### src/hw/rtl/mds_pkg.sv
// Shared constants for the memristor drift step block.
// No dependencies.
package mds_pkg;
	localparam int STATE_FRAC_BITS = 40;
	localparam int VOLT_FRAC_BITS  = 12;
	localparam int X_W             = STATE_FRAC_BITS + 1;
	localparam int XR_LSB          = STATE_FRAC_BITS - 24;
	localparam int V_SHIFT         = 56 - VOLT_FRAC_BITS;
	localparam logic [X_W-1:0] ONE_X = X_W'(1) << STATE_FRAC_BITS;
	localparam logic [24:0] ONE_24   = 25'd16777216;
	localparam logic [63:0] NS_SCALE = 64'd1000000000;
	localparam logic [29:0] G_MAX    = 30'd1000000000;

	localparam logic [1:0] REG_R_ON      = 2'd0;
	localparam logic [1:0] REG_R_OFF     = 2'd1;
	localparam logic [1:0] REG_STEP_GAIN = 2'd2;
endpackage

### src/hw/rtl/memristor_drift_step.sv
// Top level of the memristor drift step block: sequencer and shared add/shift unit.
// Depends on mds_pkg.
//
// One item is in flight at a time; in_ready is high only while idle. A voltage item runs
// three 64-step restoring divisions (current, and the two conductance terms) and ten
// shift-add multiplies that stop once the multiplier runs out of set bits, all on one
// shared 64-bit adder; a load item runs only the two conductance multiplies and divisions.
// The result sits in an output register, so the block goes idle once it is placed there.
module memristor_drift_step (
	input  logic        clk,
	input  logic        arst_n,
	input  logic        cfg_we,
	input  logic [1:0]  cfg_index,
	input  logic [39:0] cfg_data,
	input  logic        in_valid,
	output logic        in_ready,
	input  logic        cmd,
	input  logic signed [15:0] voltage,
	input  logic [mds_pkg::X_W-1:0] state_value,
	output logic        out_valid,
	input  logic        out_ready,
	output logic [mds_pkg::X_W-1:0] state_out,
	output logic [29:0] conductance_ns
);
	localparam logic [1:0] ST_IDLE  = 2'd0;
	localparam logic [1:0] ST_SETUP = 2'd1;
	localparam logic [1:0] ST_RUN   = 2'd2;
	localparam logic [1:0] ST_OUT   = 2'd3;

	localparam logic [3:0] PH_RON  = 4'd0;
	localparam logic [3:0] PH_ROFF = 4'd1;
	localparam logic [3:0] PH_IA   = 4'd2;
	localparam logic [3:0] PH_D2   = 4'd3;
	localparam logic [3:0] PH_D4   = 4'd4;
	localparam logic [3:0] PH_D6   = 4'd5;
	localparam logic [3:0] PH_T    = 4'd6;
	localparam logic [3:0] PH_GH   = 4'd7;
	localparam logic [3:0] PH_GL   = 4'd8;
	localparam logic [3:0] PH_GA   = 4'd9;
	localparam logic [3:0] PH_DA   = 4'd10;
	localparam logic [3:0] PH_GB   = 4'd11;
	localparam logic [3:0] PH_DB   = 4'd12;

	logic [1:0]  st_q;
	logic [3:0]  ph_q;
	logic [15:0] r_on_q, r_off_q;
	logic [39:0] gain_q;
	logic [mds_pkg::X_W-1:0] x_q;
	logic        neg_q;
	logic [15:0] mag_q;
	logic [40:0] rr_q;
	logic [59:0] ia_q;
	logic [24:0] d2_q, d4_q, w_q;
	logic [39:0] t_q;
	logic [63:0] p_q;
	logic [54:0] ga_q;
	logic [29:0] g_q;
	logic        out_valid_q;
	logic [mds_pkg::X_W-1:0] state_out_q;
	logic [29:0] cond_q;

	// shared unit
	logic        div_mode_q;
	logic [63:0] acc_q, num_q;
	logic [24:0] mplier_q;
	logic [40:0] dvs_q, rem_q;
	logic [6:0]  cnt_q;

	logic [24:0] xr, xr_c, d;
	logic [25:0] two_x;
	logic [41:0] rs;
	logic [63:0] opa, opb;
	logic [64:0] sum;
	logic        geq, unit_done;
	logic [63:0] dx_full;
	logic [51:0] dx;
	logic [52:0] nx;
	logic [55:0] g_sum;
	logic [15:0] on_eff, off_eff;
	logic [16:0] mag_c;

	assign xr    = x_q[mds_pkg::X_W-1:mds_pkg::XR_LSB];
	assign xr_c  = mds_pkg::ONE_24 - xr;
	assign two_x = {xr, 1'b0};
	assign d     = (two_x >= {1'b0, mds_pkg::ONE_24}) ? 25'(two_x - {1'b0, mds_pkg::ONE_24})
	                                               : 25'({1'b0, mds_pkg::ONE_24} - two_x);
	assign on_eff  = (r_on_q == 16'd0) ? 16'd1 : r_on_q;
	assign off_eff = (r_off_q == 16'd0) ? 16'd1 : r_off_q;
	assign mag_c   = voltage[15] ? (17'h10000 - {1'b0, voltage}) : {1'b0, voltage};

	assign rs  = {rem_q, num_q[63]};
	assign opa = div_mode_q ? {22'd0, rs} : acc_q;
	assign opb = div_mode_q ? ~{23'd0, dvs_q} : num_q;
	assign sum = {1'b0, opa} + {1'b0, opb} + 65'(div_mode_q);
	assign geq = sum[64];
	assign unit_done = div_mode_q ? cnt_q[6] : (mplier_q == 25'd0);

	assign dx_full = p_q + {20'd0, acc_q[63:20]};
	assign dx      = dx_full[63:12];
	assign nx      = 53'(x_q) + 53'(dx);
	assign g_sum   = 56'(ga_q) + 56'(acc_q[54:0]);

	assign in_ready       = (st_q == ST_IDLE);
	assign out_valid      = out_valid_q;
	assign state_out      = state_out_q;
	assign conductance_ns = cond_q;

	always_ff @(posedge clk or negedge arst_n) begin
		if (!arst_n) begin
			r_on_q  <= 16'd100;
			r_off_q <= 16'd16000;
			gain_q  <= 40'd10995116;
		end else if (cfg_we) begin
			unique case (cfg_index)
				mds_pkg::REG_R_ON:      r_on_q  <= cfg_data[15:0];
				mds_pkg::REG_R_OFF:     r_off_q <= cfg_data[15:0];
				mds_pkg::REG_STEP_GAIN: gain_q  <= cfg_data;
				default: ;
			endcase
		end
	end

	always_ff @(posedge clk or negedge arst_n) begin
		if (!arst_n) begin
			st_q        <= ST_IDLE;
			ph_q        <= PH_RON;
			x_q         <= mds_pkg::ONE_X >> 1;
			out_valid_q <= 1'b0;
			div_mode_q  <= 1'b0;
		end else begin
			if (st_q == ST_OUT && (!out_valid_q || out_ready))
				out_valid_q <= 1'b1;
			else if (out_ready)
				out_valid_q <= 1'b0;

			unique case (st_q)
				ST_IDLE: begin
					if (in_valid) begin
						st_q <= ST_SETUP;
						if (cmd) begin
							x_q  <= (state_value > mds_pkg::ONE_X) ? mds_pkg::ONE_X : state_value;
							ph_q <= PH_GA;
						end else begin
							neg_q <= voltage[15];
							mag_q <= mag_c[15:0];
							ph_q  <= PH_RON;
						end
					end
				end
				ST_SETUP: begin
					st_q  <= ST_RUN;
					cnt_q <= 7'd0;
					rem_q <= 41'd0;
					unique case (ph_q)
						PH_RON: begin
							div_mode_q <= 1'b0; acc_q <= 64'd0;
							num_q <= 64'(r_on_q); mplier_q <= xr;
						end
						PH_ROFF: begin
							div_mode_q <= 1'b0;
							num_q <= 64'(r_off_q); mplier_q <= xr_c;
						end
						PH_IA: begin
							div_mode_q <= 1'b1; acc_q <= 64'd0;
							num_q <= 64'(mag_q) << mds_pkg::V_SHIFT;
							dvs_q <= (rr_q == 41'd0) ? 41'd1 : rr_q;
						end
						PH_D2: begin
							div_mode_q <= 1'b0; acc_q <= 64'd0;
							num_q <= 64'(d); mplier_q <= d;
						end
						PH_D4: begin
							div_mode_q <= 1'b0; acc_q <= 64'd0;
							num_q <= 64'(d2_q); mplier_q <= d2_q;
						end
						PH_D6: begin
							div_mode_q <= 1'b0; acc_q <= 64'd0;
							num_q <= 64'(d4_q); mplier_q <= d2_q;
						end
						PH_T: begin
							div_mode_q <= 1'b0; acc_q <= 64'd0;
							num_q <= 64'(ia_q); mplier_q <= w_q;
						end
						PH_GH: begin
							div_mode_q <= 1'b0; acc_q <= 64'd0;
							num_q <= 64'(t_q); mplier_q <= 25'(gain_q[39:20]);
						end
						PH_GL: begin
							div_mode_q <= 1'b0; acc_q <= 64'd0;
							num_q <= 64'(t_q); mplier_q <= 25'(gain_q[19:0]);
						end
						PH_GA, PH_GB: begin
							div_mode_q <= 1'b0; acc_q <= 64'd0;
							num_q <= mds_pkg::NS_SCALE;
							mplier_q <= (ph_q == PH_GA) ? xr : xr_c;
						end
						PH_DA, PH_DB: begin
							div_mode_q <= 1'b1; acc_q <= 64'd0;
							num_q <= acc_q;
							dvs_q <= 41'((ph_q == PH_DA) ? on_eff : off_eff);
						end
						default: ;
					endcase
				end
				ST_RUN: begin
					if (!unit_done) begin
						num_q <= num_q << 1;
						if (div_mode_q) begin
							rem_q <= geq ? sum[40:0] : rs[40:0];
							acc_q <= {acc_q[62:0], geq};
							cnt_q <= cnt_q + 7'd1;
						end else begin
							if (mplier_q[0])
								acc_q <= sum[63:0];
							mplier_q <= mplier_q >> 1;
						end
					end else begin
						st_q <= ST_SETUP;
						ph_q <= ph_q + 4'd1;
						unique case (ph_q)
							PH_ROFF: rr_q <= acc_q[40:0];
							PH_IA:   ia_q <= acc_q[59:0];
							PH_D2:   d2_q <= acc_q[48:24];
							PH_D4:   d4_q <= acc_q[48:24];
							PH_D6:   w_q  <= mds_pkg::ONE_24 - acc_q[48:24];
							PH_T:    t_q  <= acc_q[63:24];
							PH_GH:   p_q  <= acc_q;
							PH_GL: begin
								if (!neg_q)
									x_q <= (nx > 53'(mds_pkg::ONE_X)) ? mds_pkg::ONE_X
									                                  : nx[mds_pkg::X_W-1:0];
								else
									x_q <= (53'(dx) >= 53'(x_q)) ? '0
									       : mds_pkg::X_W'(53'(x_q) - 53'(dx));
							end
							PH_DA:   ga_q <= acc_q[54:0];
							PH_DB: begin
								g_q  <= g_sum[53:24];
								st_q <= ST_OUT;
							end
							default: ;
						endcase
					end
				end
				ST_OUT: begin
					if (!out_valid_q || out_ready)
						st_q <= ST_IDLE;
				end
				default: st_q <= ST_IDLE;
			endcase
		end
	end

	always_ff @(posedge clk) begin
		if (st_q == ST_OUT && (!out_valid_q || out_ready)) begin
			state_out_q <= x_q;
			cond_q      <= g_q;
		end
	end
endmodule

### config.mk
export PLATFORM = sky130hd
export DESIGN_NAME = memristor_drift_step
export DESIGN_NICKNAME = d
export VERILOG_FILES = /design/src/hw/rtl/mds_pkg.sv /design/src/hw/rtl/memristor_drift_step.sv
export SDC_FILE = /design/constraint.sdc
export NUM_CORES = 2
export LEC_CHECK = 0
export CORE_UTILIZATION = 42
export DETAILED_ROUTE_END_ITERATION = 16
export DONT_BUFFER_PORTS = 1
export MAX_ROUTING_LAYER = met4
export PLACE_DENSITY = 0.61
export SLEW_MARGIN = 20
export SYNTH_ARGS = -nofsm -noshare
export SYNTH_HDL_FRONTEND = slang
export SYNTH_SLANG_ARGS = --single-unit
### constraint.sdc
create_clock -name clk -period 9 [get_ports clk]
set_input_delay 1.35 -clock clk [delete_from_list [all_inputs] [get_ports clk]]
set_output_delay 1.35 -clock clk [all_outputs]
set_load 0.01 [all_outputs]
# --- After elaboration in Yosys (flattened, before gate mapping) ---
# Cells that the tools add are included.
word_totals:
  wordCells: 171
  output_inout_bits: 73
  input_bits: 105
  regBits: 815
op_classes:
  addsub: 13
  bitwise_logic: 2
  n_reduce_logical: 44
  eq_ne: 29
  n_mux: 51
  magnitude_cmp: 4
ops:
  columns: ["cell", "count"]
  rows:
  - ["$pmux 64 s10", 1]
  - ["$mux 41", 12]
  - ["$mux 64", 7]
  - ["$pmux 64 s2", 2]
  - ["$pmux 41 s2", 3]
  - ["$pmux 25 s8", 1]
  - ["$mux 25", 4]
  - ["$sub 25x25->25 const A", 3]
  - ["$add 64x64->65", 1]
  - ["$add 65x1->65", 1]
  - ["$add 64x44->64", 1]
  - ["$not 41->64", 1]
  - ["$add 54x54->54", 1]
  - ["$add 41x52->53", 1]
  - ["$gt 53x41->1 const B", 1]
  - ["$ge 52x41->1", 1]
  - ["$pmux 25 s2", 1]
  - ["$mux 16", 3]
  - ["$reduce_and 4->1", 12]
  - ["$gt 41x41->1 const B", 1]
  - ["$logic_not 41->1", 1]
  - ["$sub 41x41->41", 1]
  - ["$logic_not 16->1", 2]
  - ["$ge 26x25->1 const B", 1]
  - ["39 further kinds", 80]

# --- Logic depth before layout (Yosys ltp) ---
logic_depth:
  ltp_word: 8
  ltp_mapped: 33
  ltp_nobuf: 30

# --- Worst setup path after synthesis ---
# OpenSTA, ideal clock, no wires.
synth_path:
  path_kind: "reg-to-reg"
  startpoint: "register acc_q[31]"
  endpoint: "register x_q[27] (netlist bit)"
  path_stages_with_launch: 33
  setup_time_ps: 87
  period_less_slack_ps: 7202
  path_buffers: 2
  slack_ps: 1798
  arrival_time_ps: 7115
  t_required_ps: 8913
  path_cell_list: "edfxtp_1 > ha_1 > nand4_1 > a211oi_1 > a41oi_2 > a211o_1 > and2_1 > o31ai_1 > a21oi_1 > o21ai_0 > a21oi_1 > o21bai_1 > a31oi_1 > nand2b_1 > nand2b_1 > xor2_1 > ha_1 > or4_4 > nor4b_4 > o22a_1 > nor3_1 > o21ai_2 > nand2_1 > o21ai_1 > a31oi_1 > or4_1 > a21oi_1 > o211ai_4 > or2_1 > buf_2 > buf_6 > o221a_1 > a211oi_2"
synth_between:
  elab_chain_len: 8
  elab_cells_between_ends: 11
  classes_between: "add/sub (3); order compare (2); mux (6)"
synth_lines:
  columns: ["element", "line_no", "text"]
  rows:
  - ["start: declaration", "memristor_drift_step.sv:64", "logic [63:0] acc_q, num_q;"]
  - ["start signal: assignment", "memristor_drift_step.sv:210", "acc_q <= {acc_q[62:0], geq};"]
  - ["start signal: assignment", "memristor_drift_step.sv:214", "acc_q <= sum[63:0];"]
  - ["$add 64x44->64 *", "memristor_drift_step.sv:98", "assign dx_full = p_q + {20'd0, acc_q[63:20]};"]
  - ["$add 41x52->53", "memristor_drift_step.sv:100", "assign nx = 53'(x_q) + 53'(dx);"]
  - ["$gt 53x41->1", "memristor_drift_step.sv:230", "x_q <= (nx > 53'(mds_pkg::ONE_X)) ? mds_pkg::ONE_X"]
  - ["$mux 41", "memristor_drift_step.sv:230", null]
  - ["$mux 41 *", "memristor_drift_step.sv:229", "if (!neg_q)"]
  - ["$mux 41 *", "memristor_drift_step.sv:220", "unique case (ph_q)"]
  - ["$mux 41 *", "memristor_drift_step.sv:206", "if (!unit_done) begin"]
  - ["$pmux 41 s2 *", "memristor_drift_step.sv:136", "unique case (st_q)"]
  - ["end signal: assignment", "memristor_drift_step.sv:141", "x_q <= (state_value > mds_pkg::ONE_X) ? mds_pkg::ONE_X : state_value;"]
  - ["end signal: assignment", "memristor_drift_step.sv:230", null]
  - ["end signal: assignment", "memristor_drift_step.sv:233", "x_q <= (53'(dx) >= 53'(x_q)) ? '0"]
  - ["end: declaration", "memristor_drift_step.sv:48", "logic [mds_pkg::X_W-1:0] x_q;"]
# Every way passes the cells marked *; elsewhere a longest branch is shown, timed or not. The select of a mux whose other input is x is not followed.
# A chain may end at the register's enable or synchronous reset.

# --- Final worst setup path ---
layout_path:
  startpoint: "register acc_q[31]"
  endpoint: "register x_q[37] (netlist bit)"
# The elaborated chain is that of the path after synthesis.

==> impl_metrics.toml <==
[yosys]
async_flop_share_pct = 14.8
avgSynthCellArea_sq_um = 10.5
yosys_most_used_dff = "edfxtp_1"
yosysWarnings = 0
syn-cell-area_sq_um = 48500
syn_nets = 5041
synth_edf_count = 694
yosysUniqueCellTypes = 100
synthCells = 4640
ys_ff_latch = 815
yosysSeqAreaShare_pct = 49.3

[flow_run]
maxCapViolations = 0

[worst_setup_path]
cp_num_cells = 28
endpoint = "x_q[37]$_DFFE_PN0P_"
cp_top_family = "compound AO/OA/AOI/OAI gates"
r2r_cells = 28
worstReg2RegStart = "acc_q[31]$_SDFFCE_PN0P_"
cpPeakStageDelay_ps = 580
cpMostUsedCell = "a21oi_1"
crit_buf_inv = 1
critPathLaunch = "acc_q[31]$_SDFFCE_PN0P_"
cp.arrival_ps = 9050
path_class = "reg -> reg"
end_kind = "flip-flop"
regToRegSetupSlack_ps = 550
startpoint_type = "flip-flop"
crit_fanout = 15
cp_slowest_cell = "or2_2"
rr_endpoint = "x_q[37]$_DFFE_PN0P_"
cp.required_ps = 9600

[floorplanning]
coreArea_sq_um = 114000
dieArea_sq_um = 117000
num_rows = 124
io_pins = 178
die_h_um = 342
die_w_um = 342
start_util_pct = 42.4

[timing]
report.final.slew_viol_count = 0
tightest_slew_ps = 1050
setup_violations = 0
final.period_utilization_pct = 93.8
max_freq_mhz = 118
slew_headroom_pct = 28.9
period_minus_slack_ps = 8450
hold_violations = 0
setup_ws_ps = 555
fin_skew_ps = 35.0

[placement]
place_congestion = 1.06
dp_hpwl_um = 139000
dp_slack_ps = 27.0
port_buffers = 0

[clock_network]
cts_num_sinks = 815
cts_buffers = 91
ctsHoldBuffers = 0
cts_max_level = 3
clock_latency_ps = 710
cts_tree = "yes"
cts.clk_slew.worst_paths_ps = 60
clockBufferDepth = 3
root_buffer = "clkbuf_16"

[layout]
post-route-util_pct = 47.1
ff_latch_area_sq_um = 23900
drive_above_1_share_pct = 11.1
multi_input_area_sq_um = 23200
nNetsFinal = 5040
area_growth_pct = 11.1
nFillCells = 10500

[global_route]
grt_max_degree = 161
grt_usage_pct = 32.2
overflow = 0
antenna_found_initial = 20
grt_pass1_vias = 36700
grt_pass1_wl_um = 265000

[detailed_routing]
wl_per_cell_um = 29.9
antenna_left = 0
viasPerCell = 6.33
drc_errors = 0
drtIter0Drc = 5097
num_vias = 39500
drt-pass1-iter-count = 9
wl_um = 187000

[outcome]
status = "completed"

[min_path]
hold_class = "in -> async"
## cell type report
cell class | instances | share of cell area [%]
sequential | 815 | 44.4
multi-input combinational | 3392 | 43.0
clock buffer | 119 | 4.69
tap | 1512 | 3.51
timing repair buffer | 130 | 1.85
inverter | 209 | 1.46
clock inverter | 50 | 1.08
antenna | 17 | 0.0789
## worst min-delay path by stage
stage	endpoint	startpoint	slack (ps)
after floorplan	conductance_ns[0]$_DFFE_PP_	g_q[0]$_DFFE_PP_	400
after global placement	conductance_ns[29]$_DFFE_PP_	g_q[29]$_DFFE_PP_	400
final	gain_q[24]$_DFFE_PN0P_	arst_n	350
after global routing	gain_q[26]$_DFFE_PN0P_	arst_n	330
after detailed placement	conductance_ns[2]$_DFFE_PP_	g_q[2]$_DFFE_PP_	400
after CTS	gain_q[24]$_DFFE_PN0P_	arst_n	320
## Yosys cell counts, types with 11 or more instances
cell type / n / area, sq um
edfxtp_1: 694 / 20800
a21oi_1: 398 / 1990
nand2_1: 397 / 1490
nor2_1: 319 / 1200
ha_1: 292 / 3650
o21ai_0: 251 / 1260
inv_1: 204 / 766
clkbuf_1: 187 / 702
xnor2_1: 179 / 1570
nand3_1: 139 / 696
mux2_2: 113 / 1270
a21o_1: 102 / 766
dfrtp_1: 98 / 2450
nor3_1: 81 / 405
a22oi_1: 70 / 526
nor2b_1: 66 / 413
xor2_1: 64 / 561
a222oi_1: 62 / 621
nor4_1: 60 / 375
a211oi_1: 57 / 428
and2_1: 52 / 325
and3_1: 52 / 325
nand4_1: 46 / 288
a221oi_1: 45 / 394
nand2b_1: 44 / 275
a31oi_1: 40 / 250
or2_2: 40 / 250
o21bai_1: 39 / 293
o31ai_1: 38 / 285
or3_1: 31 / 194
buf_1: 27 / 101
o21a_1: 26 / 195
dfstp_2: 23 / 604
o211ai_1: 18 / 135
mux2i_1: 15 / 150
a2111oi_0: 12 / 105
a21boi_0: 11 / 82.6
## stage by stage
stage	setup TNS, ps	hold slack, ps	cell area [sq um]	cells
after CTS	0	319	53800	6226
final	0	350	53900	6244
after detailed placement	0	405	50700	6057
after floorplan	0	400	48500	4640
after global placement	0	403	50700	6056
after global routing	-1.11	330	53900	6241
## per-layer routing
layer  track usage, %  wire [um]
met4             14.9      10000
met2             48.8      83800
met1             42.3      76400
met5                -          0
met3             5.32      16600
## repair_timing
action,CTS,global route
buffers inserted,0,0
resized for setup,0,8
endpoints found under the setup margin,0,40
## cells in the final DEF (no fill, tap or decap), drive strengths merged, types with 17 or more instances in the layout
cell type / netlist / final
o211ai: 21 / 21
and2: 53 / 53
o21bai: 40 / 40
nand2b: 44 / 44
a21oi: 400 / 400
o21a: 26 / 26
buf: 37 / 130
clkinv: 5 / 27
a211oi: 62 / 62
xor2: 65 / 65
nand2: 397 / 397
inv: 204 / 212
o21ai: 259 / 259
xnor2: 179 / 179
dfrtp: 98 / 98
nor4: 60 / 60
diode: 0 / 17
a22oi: 70 / 70
edfxtp: 694 / 694
ha: 292 / 292
nand4: 46 / 46
dfstp: 23 / 23
or3: 32 / 32
clkbuf: 187 / 119
nand3: 139 / 139
o31ai: 39 / 39
a31oi: 40 / 40
nor2b: 66 / 66
and3: 52 / 52
mux2: 113 / 113
nor2: 321 / 321
a222oi: 62 / 62
nor3: 81 / 81
a221oi: 45 / 45
or2: 41 / 41
a21o: 102 / 102
## kinds of logic after synthesis
group | synth area share (%)
AO/OA/AOI/OAI | 18.5
XOR/XNOR | 4.42
adder cells (fa/ha/maj) | 7.70
buffers and inverters | 3.39
flip-flops | 49.3
multiplexers | 2.93
AND/OR/NAND/NOR | 13.8
## flip-flops by register name (all words and copies together), names as in the netlist, 25 cells and up
register / cells
rr_q: 41
state_out: 41
conductance_ns: 30
ga_q: 54
num_q: 64
rem_q: 41
gain_q: 40
t_q: 40
ia_q: 60
mplier_q: 25
g_q: 30
d2_q: 25
p_q: 64
acc_q: 64
x_q: 41
w_q: 25
dvs_q: 41
d4_q: 25
Power is not shown: default switching activity piles up to over one toggle a cycle in this logic, so the estimate is an artifact.
